**src/hw/rtl/gsns_pkg.sv**
```systemverilog
// Shared types and constants of the grid step note sequencer.
// Used by gsns_div, gsns_grid and grid_step_note_sequencer; depends on nothing.
package gsns_pkg;

	localparam int NOTES       = 128;
	localparam int MAX_RESULTS = 32;
	localparam int CNT_W       = 6;
	localparam int FC_W        = 48;
	localparam int FPS_W       = 24;
	localparam int LEN_W       = 5;
	localparam int NOTE_W      = 7;
	localparam int SAMPLE_W    = 16;
	localparam int FRAME_W     = 16;
	localparam int CELL_W      = 4;
	localparam int STEP_W      = 4;
	localparam int DIV_CNT_W   = $clog2(FC_W);

	// Sounding flags are kept eight notes to a memory word.
	localparam int SND_BITS  = 8;
	localparam int SND_WORDS = NOTES / SND_BITS;
	localparam int SND_AW    = $clog2(SND_WORDS);
	localparam int SND_BW    = $clog2(SND_BITS);

	localparam logic [NOTE_W-1:0] VEL_ON  = 7'd100;
	localparam logic [NOTE_W-1:0] VEL_OFF = 7'd0;

	// Configuration register indexes and reset values
	localparam int CFG_IDX_W = 2;
	localparam logic [CFG_IDX_W-1:0] REG_FRAMES_PER_STEP = 2'd0;
	localparam logic [CFG_IDX_W-1:0] REG_SEQUENCE_LENGTH = 2'd1;
	localparam logic [CFG_IDX_W-1:0] REG_BASE_NOTE       = 2'd2;
	localparam logic [CFG_IDX_W-1:0] REG_PLAYING         = 2'd3;

	localparam logic [FPS_W-1:0]  FPS_RESET  = 24'd6000;
	localparam logic [LEN_W-1:0]  LEN_RESET  = 5'd16;
	localparam logic [NOTE_W-1:0] BASE_RESET = 7'd60;

	typedef enum logic [3:0] {
		ST_IDLE,
		ST_DIV_OLD,
		ST_DIV_NEW,
		ST_DIV_MOD,
		ST_OFF_RD,
		ST_OFF_LD,
		ST_OFF_EMIT,
		ST_ON_RD,
		ST_ON_LD,
		ST_ON_EMIT,
		ST_FLUSH
	} state_t;

	typedef struct packed {
		logic             start;
		logic [FC_W-1:0]  num;
		logic [FPS_W-1:0] den;
	} div_req_t;

	typedef struct packed {
		logic             done;
		logic [FC_W-1:0]  quot;
		logic [FPS_W-1:0] rem;
	} div_rsp_t;

	typedef struct packed {
		logic              en;
		logic [CELL_W-1:0] col;
		logic [CELL_W-1:0] row;
		logic              on;
	} grid_wr_t;

	typedef struct packed {
		logic              on;
		logic [NOTE_W-1:0] note;
	} note_ev_t;

endpackage

```
**src/hw/rtl/gsns_div.sv**
```systemverilog
// Bit-serial restoring divider, one quotient bit per cycle.
// Depends on gsns_pkg for widths and the request/response structs.
module gsns_div import gsns_pkg::*; (
	input  logic     clk,
	input  logic     arst_n,
	input  div_req_t req,
	output div_rsp_t rsp
);

	logic                 busy_q;
	logic                 done_q;
	logic [DIV_CNT_W-1:0] cnt_q;
	logic [FC_W-1:0]      num_q;
	logic [FPS_W-1:0]     den_q;
	logic [FPS_W-1:0]     rem_q;

	logic [FPS_W:0] trial;
	logic [FPS_W:0] diff;
	logic           ge;

	always_comb begin
		trial = {rem_q, num_q[FC_W-1]};
		ge    = trial >= {1'b0, den_q};
		diff  = trial - {1'b0, den_q};
	end

	always_ff @(posedge clk or negedge arst_n) begin
		if (!arst_n) begin
			busy_q <= 1'b0;
			done_q <= 1'b0;
			cnt_q  <= '0;
		end else begin
			done_q <= 1'b0;
			if (req.start) begin
				busy_q <= 1'b1;
				cnt_q  <= '0;
			end else if (busy_q) begin
				cnt_q <= cnt_q + 1'b1;
				if (cnt_q == DIV_CNT_W'(FC_W - 1)) begin
					busy_q <= 1'b0;
					done_q <= 1'b1;
				end
			end
		end
	end

	// Dividend shifts out at the top while quotient bits shift in at the bottom.
	always_ff @(posedge clk) begin
		if (req.start) begin
			num_q <= req.num;
			den_q <= req.den;
			rem_q <= '0;
		end else if (busy_q) begin
			rem_q <= ge ? diff[FPS_W-1:0] : trial[FPS_W-1:0];
			num_q <= {num_q[FC_W-2:0], ge};
		end
	end

	assign rsp.done = done_q;
	assign rsp.quot = num_q;
	assign rsp.rem  = rem_q;

`ifndef NO_ASSERTIONS
	a_no_restart: assert property (@(posedge clk) disable iff (!arst_n)
		req.start |-> !busy_q)
		else $error("divider restarted while busy");

	a_done_after_run: assert property (@(posedge clk) disable iff (!arst_n)
		rsp.done |-> $past(busy_q) && !busy_q)
		else $error("divider done without a run");
`endif

endmodule

```
**src/hw/rtl/gsns_grid.sv**
```systemverilog
// Cell grid memory: one word of row bits per column, bit-masked write, registered read.
// Depends on gsns_pkg for the write struct; per-column valid bits stand in for a clear.
module gsns_grid import gsns_pkg::*; #(
	parameter int ROWS    = 16,
	parameter int COLUMNS = 16,
	localparam int AW     = (COLUMNS > 1) ? $clog2(COLUMNS) : 1,
	localparam int RW     = (ROWS > 1) ? $clog2(ROWS) : 1
) (
	input  logic            clk,
	input  logic            arst_n,
	input  grid_wr_t        wr,
	input  logic            rd_en,
	input  logic [AW-1:0]   rd_col,
	output logic [ROWS-1:0] rd_data
);

	logic [ROWS-1:0]    grid_mem_q [COLUMNS];
	logic [COLUMNS-1:0] vld_q;
	logic [ROWS-1:0]    rd_word_q;
	logic               rd_vld_q;

	logic          wr_ok;
	logic [AW-1:0] col_idx;
	logic [RW-1:0] row_idx;

	always_comb begin
		wr_ok   = wr.en && (32'(wr.col) < COLUMNS) && (32'(wr.row) < ROWS);
		col_idx = AW'(wr.col);
		row_idx = RW'(wr.row);
	end

	always_ff @(posedge clk or negedge arst_n) begin
		if (!arst_n) begin
			vld_q <= '0;
		end else if (wr_ok) begin
			vld_q[col_idx] <= 1'b1;
		end
	end

	// A column never written reads as all cells cleared.
	always_ff @(posedge clk) begin
		if (wr_ok) begin
			if (!vld_q[col_idx]) begin
				grid_mem_q[col_idx] <= wr.on ? (ROWS'(1) << row_idx) : '0;
			end else begin
				grid_mem_q[col_idx][row_idx] <= wr.on;
			end
		end
		if (rd_en) begin
			rd_word_q <= grid_mem_q[rd_col];
			rd_vld_q  <= vld_q[rd_col];
		end
	end

	assign rd_data = rd_vld_q ? rd_word_q : '0;

endmodule

```
**src/hw/rtl/grid_step_note_sequencer.sv**
```systemverilog
// Top level of the grid step note sequencer: control sequencer, sounding-note memory,
// configuration registers and result register. Depends on gsns_pkg, gsns_div, gsns_grid.
//
// Channel   Direction  Handshake                    Payload
// command   in         start & !busy                action, sample_count, frame_stamp,
//                                                   cell_column, cell_row, cell_on
// config    in         cfg_valid & cfg_ready        cfg_index, cfg_data
// result    out        result_strobe (one cycle)    note_on, note, velocity, event_frame,
//                                                   step_column, last
//
// Work per command: a cell write or a tick while stopped leaves the block idle. A tick
// that keeps the step makes two runs of the shared bit-serial divider; a tick that
// changes the step makes three divider runs, a sweep of the 16-word sounding memory
// (read, load, emit per word), then the note-ons of the new column and a flush.
// Reset clears the counter, column and the memories' valid bits, and sets the configuration to its reset values.
// The receiver cannot stall: each result shows for exactly one cycle.
module grid_step_note_sequencer import gsns_pkg::*; #(
	parameter int ROWS    = 16,
	parameter int COLUMNS = 16
) (
	input  logic                 clk,
	input  logic                 arst_n,
	input  logic                 start,
	output logic                 busy,
	input  logic                 action,
	input  logic [SAMPLE_W-1:0]  sample_count,
	input  logic [FRAME_W-1:0]   frame_stamp,
	input  logic [CELL_W-1:0]    cell_column,
	input  logic [CELL_W-1:0]    cell_row,
	input  logic                 cell_on,
	input  logic                 cfg_valid,
	output logic                 cfg_ready,
	input  logic [CFG_IDX_W-1:0] cfg_index,
	input  logic [FPS_W-1:0]     cfg_data,
	output logic                 result_strobe,
	output logic                 note_on,
	output logic [NOTE_W-1:0]    note,
	output logic [NOTE_W-1:0]    velocity,
	output logic [FRAME_W-1:0]   event_frame,
	output logic [STEP_W-1:0]    step_column,
	output logic                 last
);

	localparam int AW = (COLUMNS > 1) ? $clog2(COLUMNS) : 1;
	localparam int RW = (ROWS > 1) ? $clog2(ROWS) : 1;

	// Configuration registers
	logic [FPS_W-1:0]  fps_q;
	logic [LEN_W-1:0]  seq_len_q;
	logic [NOTE_W-1:0] base_q;
	logic              playing_q;

	// Sequencer state
	state_t           state_q, state_d;
	logic [FC_W-1:0]  fc_q;
	logic [FC_W-1:0]  oldq_q;
	logic [AW-1:0]    column_q;
	logic [FRAME_W-1:0] frame_q;
	logic [SND_AW-1:0]  word_q;
	logic [SND_BITS-1:0] bits_q;
	logic [ROWS-1:0]  rowbits_q;
	logic [CNT_W-1:0] cnt_q;
	note_ev_t         pend_q;
	logic             pend_v_q;
	logic [SND_BITS-1:0] acc_q;
	logic [SND_AW-1:0]   acc_word_q;
	logic                acc_any_q;

	// Result register
	logic               result_strobe_q;
	logic               note_on_q;
	logic [NOTE_W-1:0]  note_q;
	logic [NOTE_W-1:0]  velocity_q;
	logic [FRAME_W-1:0] event_frame_q;
	logic [STEP_W-1:0]  step_column_q;
	logic               last_q;

	// Sounding-note memory
	logic [SND_BITS-1:0] snd_mem_q [SND_WORDS];
	logic [SND_WORDS-1:0] snd_vld_q;
	logic [SND_BITS-1:0] snd_rword_q;
	logic                snd_rvld_q;
	logic [SND_BITS-1:0] snd_rdata;
	logic                snd_re;
	logic                snd_we;
	logic [SND_AW-1:0]   snd_waddr;
	logic [SND_BITS-1:0] snd_wdata;

	// Control and datapath signals
	logic              accept;
	logic [FPS_W-1:0]  fps_eff;
	logic [LEN_W-1:0]  len_eff;
	div_req_t          div_req;
	div_rsp_t          div_rsp;
	grid_wr_t          grid_wr;
	logic              grid_re;
	logic [ROWS-1:0]   grid_rdata;
	logic [SND_BW-1:0] off_bit;
	logic [RW-1:0]     row_idx;
	logic [NOTE_W:0]   note_sum;
	logic              note_ok;
	logic              room;
	logic [SND_BITS-1:0] acc_new;
	logic              emit;
	note_ev_t          emit_ev;
	logic              fire;
	logic              fire_last;

	assign busy      = (state_q != ST_IDLE);
	assign accept    = start && !busy;
	assign cfg_ready = 1'b1;

	// Zero frames per step counts as one; sequence length clamps to one..COLUMNS.
	always_comb begin
		fps_eff = (fps_q == '0) ? FPS_W'(1) : fps_q;
		if (seq_len_q == '0) begin
			len_eff = LEN_W'(1);
		end else if (32'(seq_len_q) > COLUMNS) begin
			len_eff = LEN_W'(COLUMNS);
		end else begin
			len_eff = seq_len_q;
		end
	end

	// Lowest sounding note in the held word, lowest set cell of the held column.
	always_comb begin
		off_bit = '0;
		for (int i = SND_BITS - 1; i >= 0; i--) begin
			if (bits_q[i]) off_bit = SND_BW'(i);
		end
		row_idx = '0;
		for (int i = ROWS - 1; i >= 0; i--) begin
			if (rowbits_q[i]) row_idx = RW'(i);
		end
		note_sum = {1'b0, base_q} + (NOTE_W + 1)'(row_idx);
		note_ok  = !note_sum[NOTE_W];
		room     = cnt_q < CNT_W'(MAX_RESULTS);
		// Note-ons arrive in ascending order, so a word fills up before the next starts.
		if (acc_any_q && (acc_word_q == note_sum[NOTE_W-1:SND_BW])) begin
			acc_new = acc_q | (SND_BITS'(1) << note_sum[SND_BW-1:0]);
		end else begin
			acc_new = SND_BITS'(1) << note_sum[SND_BW-1:0];
		end
	end

	gsns_div u_div (
		.clk    (clk),
		.arst_n (arst_n),
		.req    (div_req),
		.rsp    (div_rsp)
	);

	gsns_grid #(
		.ROWS    (ROWS),
		.COLUMNS (COLUMNS)
	) u_grid (
		.clk     (clk),
		.arst_n  (arst_n),
		.wr      (grid_wr),
		.rd_en   (grid_re),
		.rd_col  (column_q),
		.rd_data (grid_rdata)
	);

	// Next state
	always_comb begin
		state_d = state_q;
		case (state_q)
			ST_IDLE: begin
				if (accept && !action && playing_q) state_d = ST_DIV_OLD;
			end
			ST_DIV_OLD: begin
				if (div_rsp.done) state_d = ST_DIV_NEW;
			end
			ST_DIV_NEW: begin
				if (div_rsp.done) begin
					state_d = (div_rsp.quot == oldq_q) ? ST_IDLE : ST_DIV_MOD;
				end
			end
			ST_DIV_MOD: begin
				if (div_rsp.done) state_d = ST_OFF_RD;
			end
			ST_OFF_RD: state_d = ST_OFF_LD;
			ST_OFF_LD: state_d = ST_OFF_EMIT;
			ST_OFF_EMIT: begin
				if (bits_q == '0) begin
					state_d = (word_q == SND_AW'(SND_WORDS - 1)) ? ST_ON_RD : ST_OFF_RD;
				end
			end
			ST_ON_RD: state_d = ST_ON_LD;
			ST_ON_LD: state_d = ST_ON_EMIT;
			ST_ON_EMIT: begin
				if ((rowbits_q == '0) || !note_ok || !room) state_d = ST_FLUSH;
			end
			ST_FLUSH: state_d = ST_IDLE;
			default:  state_d = ST_IDLE;
		endcase
	end

	// Control outputs
	always_comb begin
		div_req.start = 1'b0;
		div_req.num   = fc_q;
		div_req.den   = fps_eff;
		grid_wr.en    = 1'b0;
		grid_wr.col   = cell_column;
		grid_wr.row   = cell_row;
		grid_wr.on    = cell_on;
		grid_re       = 1'b0;
		snd_re        = 1'b0;
		snd_we        = 1'b0;
		snd_waddr     = word_q;
		snd_wdata     = '0;
		emit          = 1'b0;
		emit_ev.on    = 1'b0;
		emit_ev.note  = {word_q, off_bit};
		fire          = 1'b0;
		fire_last     = 1'b0;
		case (state_q)
			ST_IDLE: begin
				if (accept && action) begin
					grid_wr.en = 1'b1;
				end else if (accept && playing_q) begin
					// Step number before the add
					div_req.start = 1'b1;
				end
			end
			ST_DIV_OLD: begin
				// Step number after the add; fc_q already holds the new count
				div_req.start = div_rsp.done;
			end
			ST_DIV_NEW: begin
				if (div_rsp.done && (div_rsp.quot != oldq_q)) begin
					div_req.start = 1'b1;
					div_req.num   = div_rsp.quot;
					div_req.den   = FPS_W'(len_eff);
				end
			end
			ST_OFF_RD: snd_re = 1'b1;
			ST_OFF_LD: begin
				// Clear the word; its flags are held in bits_q for the note-offs
				snd_we = 1'b1;
			end
			ST_OFF_EMIT: begin
				emit = (bits_q != '0) && room;
			end
			ST_ON_RD: grid_re = 1'b1;
			ST_ON_EMIT: begin
				if ((rowbits_q != '0) && note_ok && room) begin
					emit         = 1'b1;
					emit_ev.on   = 1'b1;
					emit_ev.note = note_sum[NOTE_W-1:0];
					snd_we       = 1'b1;
					snd_waddr    = note_sum[NOTE_W-1:SND_BW];
					snd_wdata    = acc_new;
				end
			end
			ST_FLUSH: begin
				fire      = pend_v_q;
				fire_last = 1'b1;
			end
			default: ;
		endcase
		// Each new event pushes the previous one out; only the flush knows it is the last.
		if (emit) fire = pend_v_q;
	end

	always_ff @(posedge clk or negedge arst_n) begin
		if (!arst_n) begin
			fps_q     <= FPS_RESET;
			seq_len_q <= LEN_RESET;
			base_q    <= BASE_RESET;
			playing_q <= 1'b0;
		end else if (cfg_valid && cfg_ready) begin
			case (cfg_index)
				REG_FRAMES_PER_STEP: fps_q     <= cfg_data;
				REG_SEQUENCE_LENGTH: seq_len_q <= cfg_data[LEN_W-1:0];
				REG_BASE_NOTE:       base_q    <= cfg_data[NOTE_W-1:0];
				REG_PLAYING:         playing_q <= cfg_data[0];
				default: ;
			endcase
		end
	end

	always_ff @(posedge clk or negedge arst_n) begin
		if (!arst_n) begin
			state_q    <= ST_IDLE;
			fc_q       <= '0;
			column_q   <= '0;
			word_q     <= '0;
			cnt_q      <= '0;
			pend_v_q   <= 1'b0;
			acc_any_q  <= 1'b0;
			result_strobe_q <= 1'b0;
		end else begin
			state_q         <= state_d;
			result_strobe_q <= fire;
			if (accept && !action && playing_q) begin
				fc_q <= fc_q + FC_W'(sample_count);
			end
			if ((state_q == ST_DIV_MOD) && div_rsp.done) begin
				column_q <= div_rsp.rem[AW-1:0];
				word_q   <= '0;
				cnt_q    <= '0;
				pend_v_q <= 1'b0;
			end
			if ((state_q == ST_OFF_EMIT) && (bits_q == '0)) begin
				word_q <= word_q + 1'b1;
			end
			if (state_q == ST_ON_RD) begin
				acc_any_q <= 1'b0;
			end
			if (emit) begin
				cnt_q    <= cnt_q + 1'b1;
				pend_v_q <= 1'b1;
			end
			if ((state_q == ST_ON_EMIT) && emit) begin
				acc_any_q <= 1'b1;
			end
			if (state_q == ST_FLUSH) begin
				pend_v_q <= 1'b0;
			end
		end
	end

	// Payload registers
	always_ff @(posedge clk) begin
		if (accept) begin
			frame_q <= frame_stamp;
		end
		if ((state_q == ST_DIV_OLD) && div_rsp.done) begin
			oldq_q <= div_rsp.quot;
		end
		if (state_q == ST_OFF_LD) begin
			bits_q <= snd_rdata;
		end else if ((state_q == ST_OFF_EMIT) && (bits_q != '0)) begin
			// Drop the lowest flag, emitted or not
			bits_q <= bits_q & (bits_q - 1'b1);
		end
		if (state_q == ST_ON_LD) begin
			rowbits_q <= grid_rdata;
		end else if ((state_q == ST_ON_EMIT) && emit) begin
			rowbits_q <= rowbits_q & (rowbits_q - 1'b1);
		end
		if ((state_q == ST_ON_EMIT) && emit) begin
			acc_q      <= acc_new;
			acc_word_q <= note_sum[NOTE_W-1:SND_BW];
		end
		if (emit) begin
			pend_q <= emit_ev;
		end
		if (fire) begin
			note_on_q     <= pend_q.on;
			note_q        <= pend_q.note;
			velocity_q    <= pend_q.on ? VEL_ON : VEL_OFF;
			event_frame_q <= frame_q;
			step_column_q <= STEP_W'(column_q);
			last_q        <= fire_last;
		end
	end

	// Sounding memory: a word never written reads as all notes silent.
	always_ff @(posedge clk or negedge arst_n) begin
		if (!arst_n) begin
			snd_vld_q <= '0;
		end else if (snd_we) begin
			snd_vld_q[snd_waddr] <= 1'b1;
		end
	end

	always_ff @(posedge clk) begin
		if (snd_we) begin
			snd_mem_q[snd_waddr] <= snd_wdata;
		end
		if (snd_re) begin
			snd_rword_q <= snd_mem_q[word_q];
			snd_rvld_q  <= snd_vld_q[word_q];
		end
	end

	assign snd_rdata = snd_rvld_q ? snd_rword_q : '0;

	assign result_strobe = result_strobe_q;
	assign note_on       = note_on_q;
	assign note          = note_q;
	assign velocity      = velocity_q;
	assign event_frame   = event_frame_q;
	assign step_column   = step_column_q;
	assign last          = last_q;

`ifndef NO_ASSERTIONS
	a_cnt_bound: assert property (@(posedge clk) disable iff (!arst_n)
		cnt_q <= CNT_W'(MAX_RESULTS))
		else $error("event count beyond the per-tick limit");

	a_result_source: assert property (@(posedge clk) disable iff (!arst_n)
		result_strobe_q |-> $past(state_q == ST_OFF_EMIT || state_q == ST_ON_EMIT ||
			state_q == ST_FLUSH))
		else $error("result shown outside the emit states");

	a_last_ends_tick: assert property (@(posedge clk) disable iff (!arst_n)
		(result_strobe_q && last_q) |-> (state_q == ST_IDLE) && !pend_v_q)
		else $error("last result while the tick is still at work");

	a_snd_port: assert property (@(posedge clk) disable iff (!arst_n)
		!(snd_we && snd_re))
		else $error("sounding memory read and written in one cycle");
`endif

endmodule

```
**config.mk**
```make
export PLATFORM = sky130hd
export DESIGN_NAME = grid_step_note_sequencer
export DESIGN_NICKNAME = d
export VERILOG_FILES = /design/src/hw/rtl/gsns_pkg.sv /design/src/hw/rtl/gsns_div.sv /design/src/hw/rtl/gsns_grid.sv /design/src/hw/rtl/grid_step_note_sequencer.sv
export SDC_FILE = /design/constraint.sdc
export NUM_CORES = 1
export LEC_CHECK = 0
export BUFFER_PORTS_ARGS = -buffer_cell sky130_fd_sc_hd__buf_2
export CAP_MARGIN = 40
export CELL_PAD_IN_SITES_DETAIL_PLACEMENT = 1
export CELL_PAD_IN_SITES_GLOBAL_PLACEMENT = 1
export CORE_MARGIN = 4
export CORE_UTILIZATION = 35
export CTS_BUF_LIST = sky130_fd_sc_hd__clkbuf_8
export DETAILED_ROUTE_END_ITERATION = 7
export GPL_TIMING_DRIVEN = 1
export HOLD_SLACK_MARGIN = 0.06
export PLACE_DENSITY_LB_ADDON = 0.2
export SYNTH_ARGS = -nofsm -noshare
export SYNTH_HDL_FRONTEND = slang
export SYNTH_HIERARCHICAL = 1
export SYNTH_SLANG_ARGS = --single-unit
```
**constraint.sdc**
```tcl
create_clock -name clk -period 4.7 [get_ports clk]
set_input_delay 0.705 -clock clk [delete_from_list [all_inputs] [get_ports clk]]
set_output_delay 0.705 -clock clk [all_outputs]
set_load 0.005 [all_outputs]
```
==> summary.md <==
| Metric | Value |
|---|---|
| Outcome | completed |
| Post-synth top area share | approximately half |
| Distinct cells, synth | 108 |
| Arrival time at the worst endpoint | ~4.7 ns |
| Routed Antenna Nets | 0 |
| Commonest non-fill, non-tap cell in the layout | edfxtp_1 |
| #FFs+latches synth | 789 |
| Yosys warnings | 6 |
| Mux share of post-synthesis cell area | 13.0% |
| Syn Area/Cell | 14.2 um2 |
| Total Routed Length | roughly 98 mm |
| Most frequent cells in the layout | edfxtp_1, nor3_1, clkbuf_8 |
| Crit share post-route | between 80% and 90% |
| Vias | about 23k |
| CTS H-tree depth | 4 |
| Width of the chip | around 330 um |
| Die Ht | between 300 and 400 um |
| Clock-pin slew on the worst setup and hold paths | approximately 0.060 ns |
| Number of DRC markers in iteration 0 | ~1.5k |
| Initial antenna violation count | 6 |
| DRC errors left | 0 |
| Leak | 14.4 nW |
| DRT Pass-1 Iters | 5 |
| Min Tclk post-route | roughly 4.0 ns |
| PostCTS Resize Cnt | 0 |
| Worst path most repeated cell | nor3_1 |
| Top achievable clock speed | 0.247 GHz |
| Placed Instance Area | 39300 um2 |
| Slew Limit Headroom | 33.8% |
| Max Fanout on Critical Path | 16 |
| Synth area leaders | edfxtp_1, dfrtp_1, mux4_2 |
| Number of synthesized flops with an enable pin | 619 |
| CTS tree | done |
| Largest family of logic cells by synthesized area | multiplexers |
| Insertion delay to the later sink of the worst-skew pair | 0.81 ns |
| Cells after Synth | around 2.6k |
| Initial core utilization | between 30% and 40% |
| Synth Area in Compound Gates | under 10% |
| Post-Syn Area | ~37000 um2 |
| # Post-CTS Setup Buffers | 0 |
| CTS buffer count | ~140 |
| Req. time, crit path | 5.31 ns |
| Vias in the first global route | ~25k |
| Worst hold slack | between 0.15 and 0.2 ns |
| Io pins | 111 |
| Register area share after synthesis | 61.6% |
| Area grow syn2layout | 15.3% |
| Max incr delay on CP | ~0.56 ns |
| WS Path Type | flop to flop |
| Simple-gate share of the synthesized area | approximately an eighth |
| Placer Congestion | 0.789 |
| FFs w/ async S/R, synth | a little under a fifth |
| Grt ovf | 0 |
| Layout Nets | around 3.0k |
| Final Hold Fails | 0 |
| PwrDens | between 300 and 400 nW/um2 |
| Largest net degree at the start of global routing | 79 |
| Area leader, netlist | edfxtp_1 |
| Xor/xnor share of the synthesized area | 3.07% |
| Die ar. | between 100000 and 150000 um2 |
| Per-cell routed wire length | between 20 and 25 um |
| Fin area | around 43000 um2 |
| Worst Tran Pin Value | 0.989 ns |
| Synth Flop Type | edfxtp_1 |
| CP endpoint kind | flop |
| Port bufs | ~110 |
| # setup viols final | 0 |
| RSZ-0062 raised after global routing | no |
| Total GRT Usage | between 15 and 20% |
| Setup TNS | 0 ns |
| Reg area | 22700 um2 |
| Share of post-route cells with drive strength above 1 | between 20% and 30% |
| Hold Path Class | input pin to flop |
| Clock skew | approximately 0.056 ns |
| Final Max Slew Viols | 0 |
| CORE AREA | approximately 100000 um2 |
| CP Launch Type | flop |
| Row count | ~120 |
| Post-DP HPWL | around 64 mm |
| Clk buf depth | 3 |
| Cell Chain, Critical Path | nor3_1 -> nor3_1 -> o31ai_1 -> a211oi_1 -> nor3_1 -> ha_1 -> a211o_1 -> a21oi_1 -> nand2b_1 -> xnor2_1 -> xnor2_1 -> a31oi_1 -> nor2_1 -> buf_4 |
| Multi-input logic area | approximately 13000 um2 |
| Root Driver | clkbuf_8 |
| CP max-delay cell | xnor2_1 |
| Max Cap Viol | 0 |
| Adder-cell share of the synthesized area | between 1.5 and 2% |
| Worst VDD drop | about 0.00018 V |
| First-pass GRT wire length | approximately 150 mm |
| Fill cells | approximately 11k |
| Vias/cell | about 5.3 |
| Clk sinks | 789 |
-- state kept, by name, indices dropped and copies added (netlist names), 16 cells and up --
| register | flops |
|---|---|
| fc_q | 48 |
| u_div/num_q | 48 |
| rowbits_q | 16 |
| u_div/rem_q | 24 |
| u_grid/grid_mem_q | 256 |
| event_frame | 16 |
| u_div/den_q | 24 |
| frame_q | 16 |
| u_grid/vld_q | 16 |
| u_grid/rd_word_q | 16 |
| fps_q | 24 |
| snd_vld_q | 16 |
| snd_mem_q | 128 |
| oldq_q | 48 |
-- cell type report --
cell class                 instances  share of cell area (%)
sequential                       789                    53.4
multi-input combinational       1605                    30.8
clock buffer                     159                    5.14
timing repair buffer             251                    4.48
tap                             1380                    4.06
clock inverter                   102                    1.57
inverter                          60                   0.547
antenna                            1                 0.00588
-- what timing repair did --
action,CTS,global route
setup endpoints to repair,0,0
endpoints found under the hold margin,102,0
hold buffers,35,0
-- worst max-delay path, delay by kind of cell, from the launching register on --
family / cells / cell delay, ns
buffers and inverters: 1 / 0.30
adders and majority gates: 1 / 0.32
and+or+nand+nor: 5 / 1.02
xor gates and xnor gates: 2 / 0.67
DFF: 1 / 0.47
AOI/OAI and AO/OA: 5 / 1.07
-- worst paths after layout --
check,endpoint,slack [ns],cells past startpoint,startpoint
worst max-delay path,snd_mem_q[1][0]$_DFFE_PP_,0.65,14,rowbits_q[12]$_DFFE_PP_
worst min-delay path,base_q[6]$_DFFE_PN0P_,0.17,2,cfg_data[6]
worst max register to register,snd_mem_q[1][0]$_DFFE_PP_,0.65,14,rowbits_q[12]$_DFFE_PP_
worst min register to register,note[1]$_DFFE_PP_,0.42,0,pend_q[1]$_DFFE_PP_
max in group asynchronous,u_grid/vld_q[3]$_DFFE_PN0P_,3.20,3,arst_n
min in group asynchronous,fps_q[16]$_DFFE_PN0P_,0.50,2,arst_n
-- layer usage --
metal  vias up  global-route usage (%)  routed length (um)
met5         -                       0                  13
met4         2                    5.71                2320
met3       156                    3.22                4660
met2       548                    29.2               47500
met1     11826                    23.6               43500
li1      10439                       -                   -
-- cell usage after synthesis (10+ instances only) --
library cell and count:
nor2_1 123, xor2_1 84, nand4_1 17, nor2b_1 12, nor3_4 10, nand3_1 51
buf_2 43, a31oi_1 13, o21ai_0 74, mux4_2 130, edfxtp_1 619, nor3_2 27
clkbuf_1 64, inv_1 56, dfxtp_1 24, nand2_1 148, a211oi_1 17, buf_4 10
a21o_1 21, nand2b_1 40, o31ai_1 12, mux2_2 140, nor3_1 291, nor4_1 22
dfrtp_1 134, a21oi_1 47, ha_1 47, and2_1 44, mux2i_1 20, xnor2_1 41
dfstp_2 12, buf_6 22, o21bai_1 18
-- power breakdown --
part / internal (mW) / leakage, nW / total (mW) / switching, mW
logic: 0.205 / 5.99 / 0.515 / 0.310
clock network: 3.44 / 1.64 / 6.45 / 3.02
registers: 7.55 / 6.79 / 7.62 / 0.0634
-- per-stage QoR --
stage	instances	util [%]	setup slack (ns)	power, mW
after detailed placement	4044	37.8	0.679	8.25
after global routing	4347	40.9	0.213	15.2
final	4347	40.9	0.650	14.6
after global placement	4024	37.5	0.812	8.21
after floorplan	2605	-	0.456	8.05
after CTS	4340	40.8	0.681	14.8
-- kinds of logic after synthesis --
kind of cell,after synthesis
AND/OR/NAND/NOR,855
flip-flops,789
multiplexers,296
AO/OA/AOI/OAI,272
buffers and inverters,211
XOR/XNOR,127
adder cells (fa/ha/maj),50
other,2
Power figures use the tool's default switching activity.
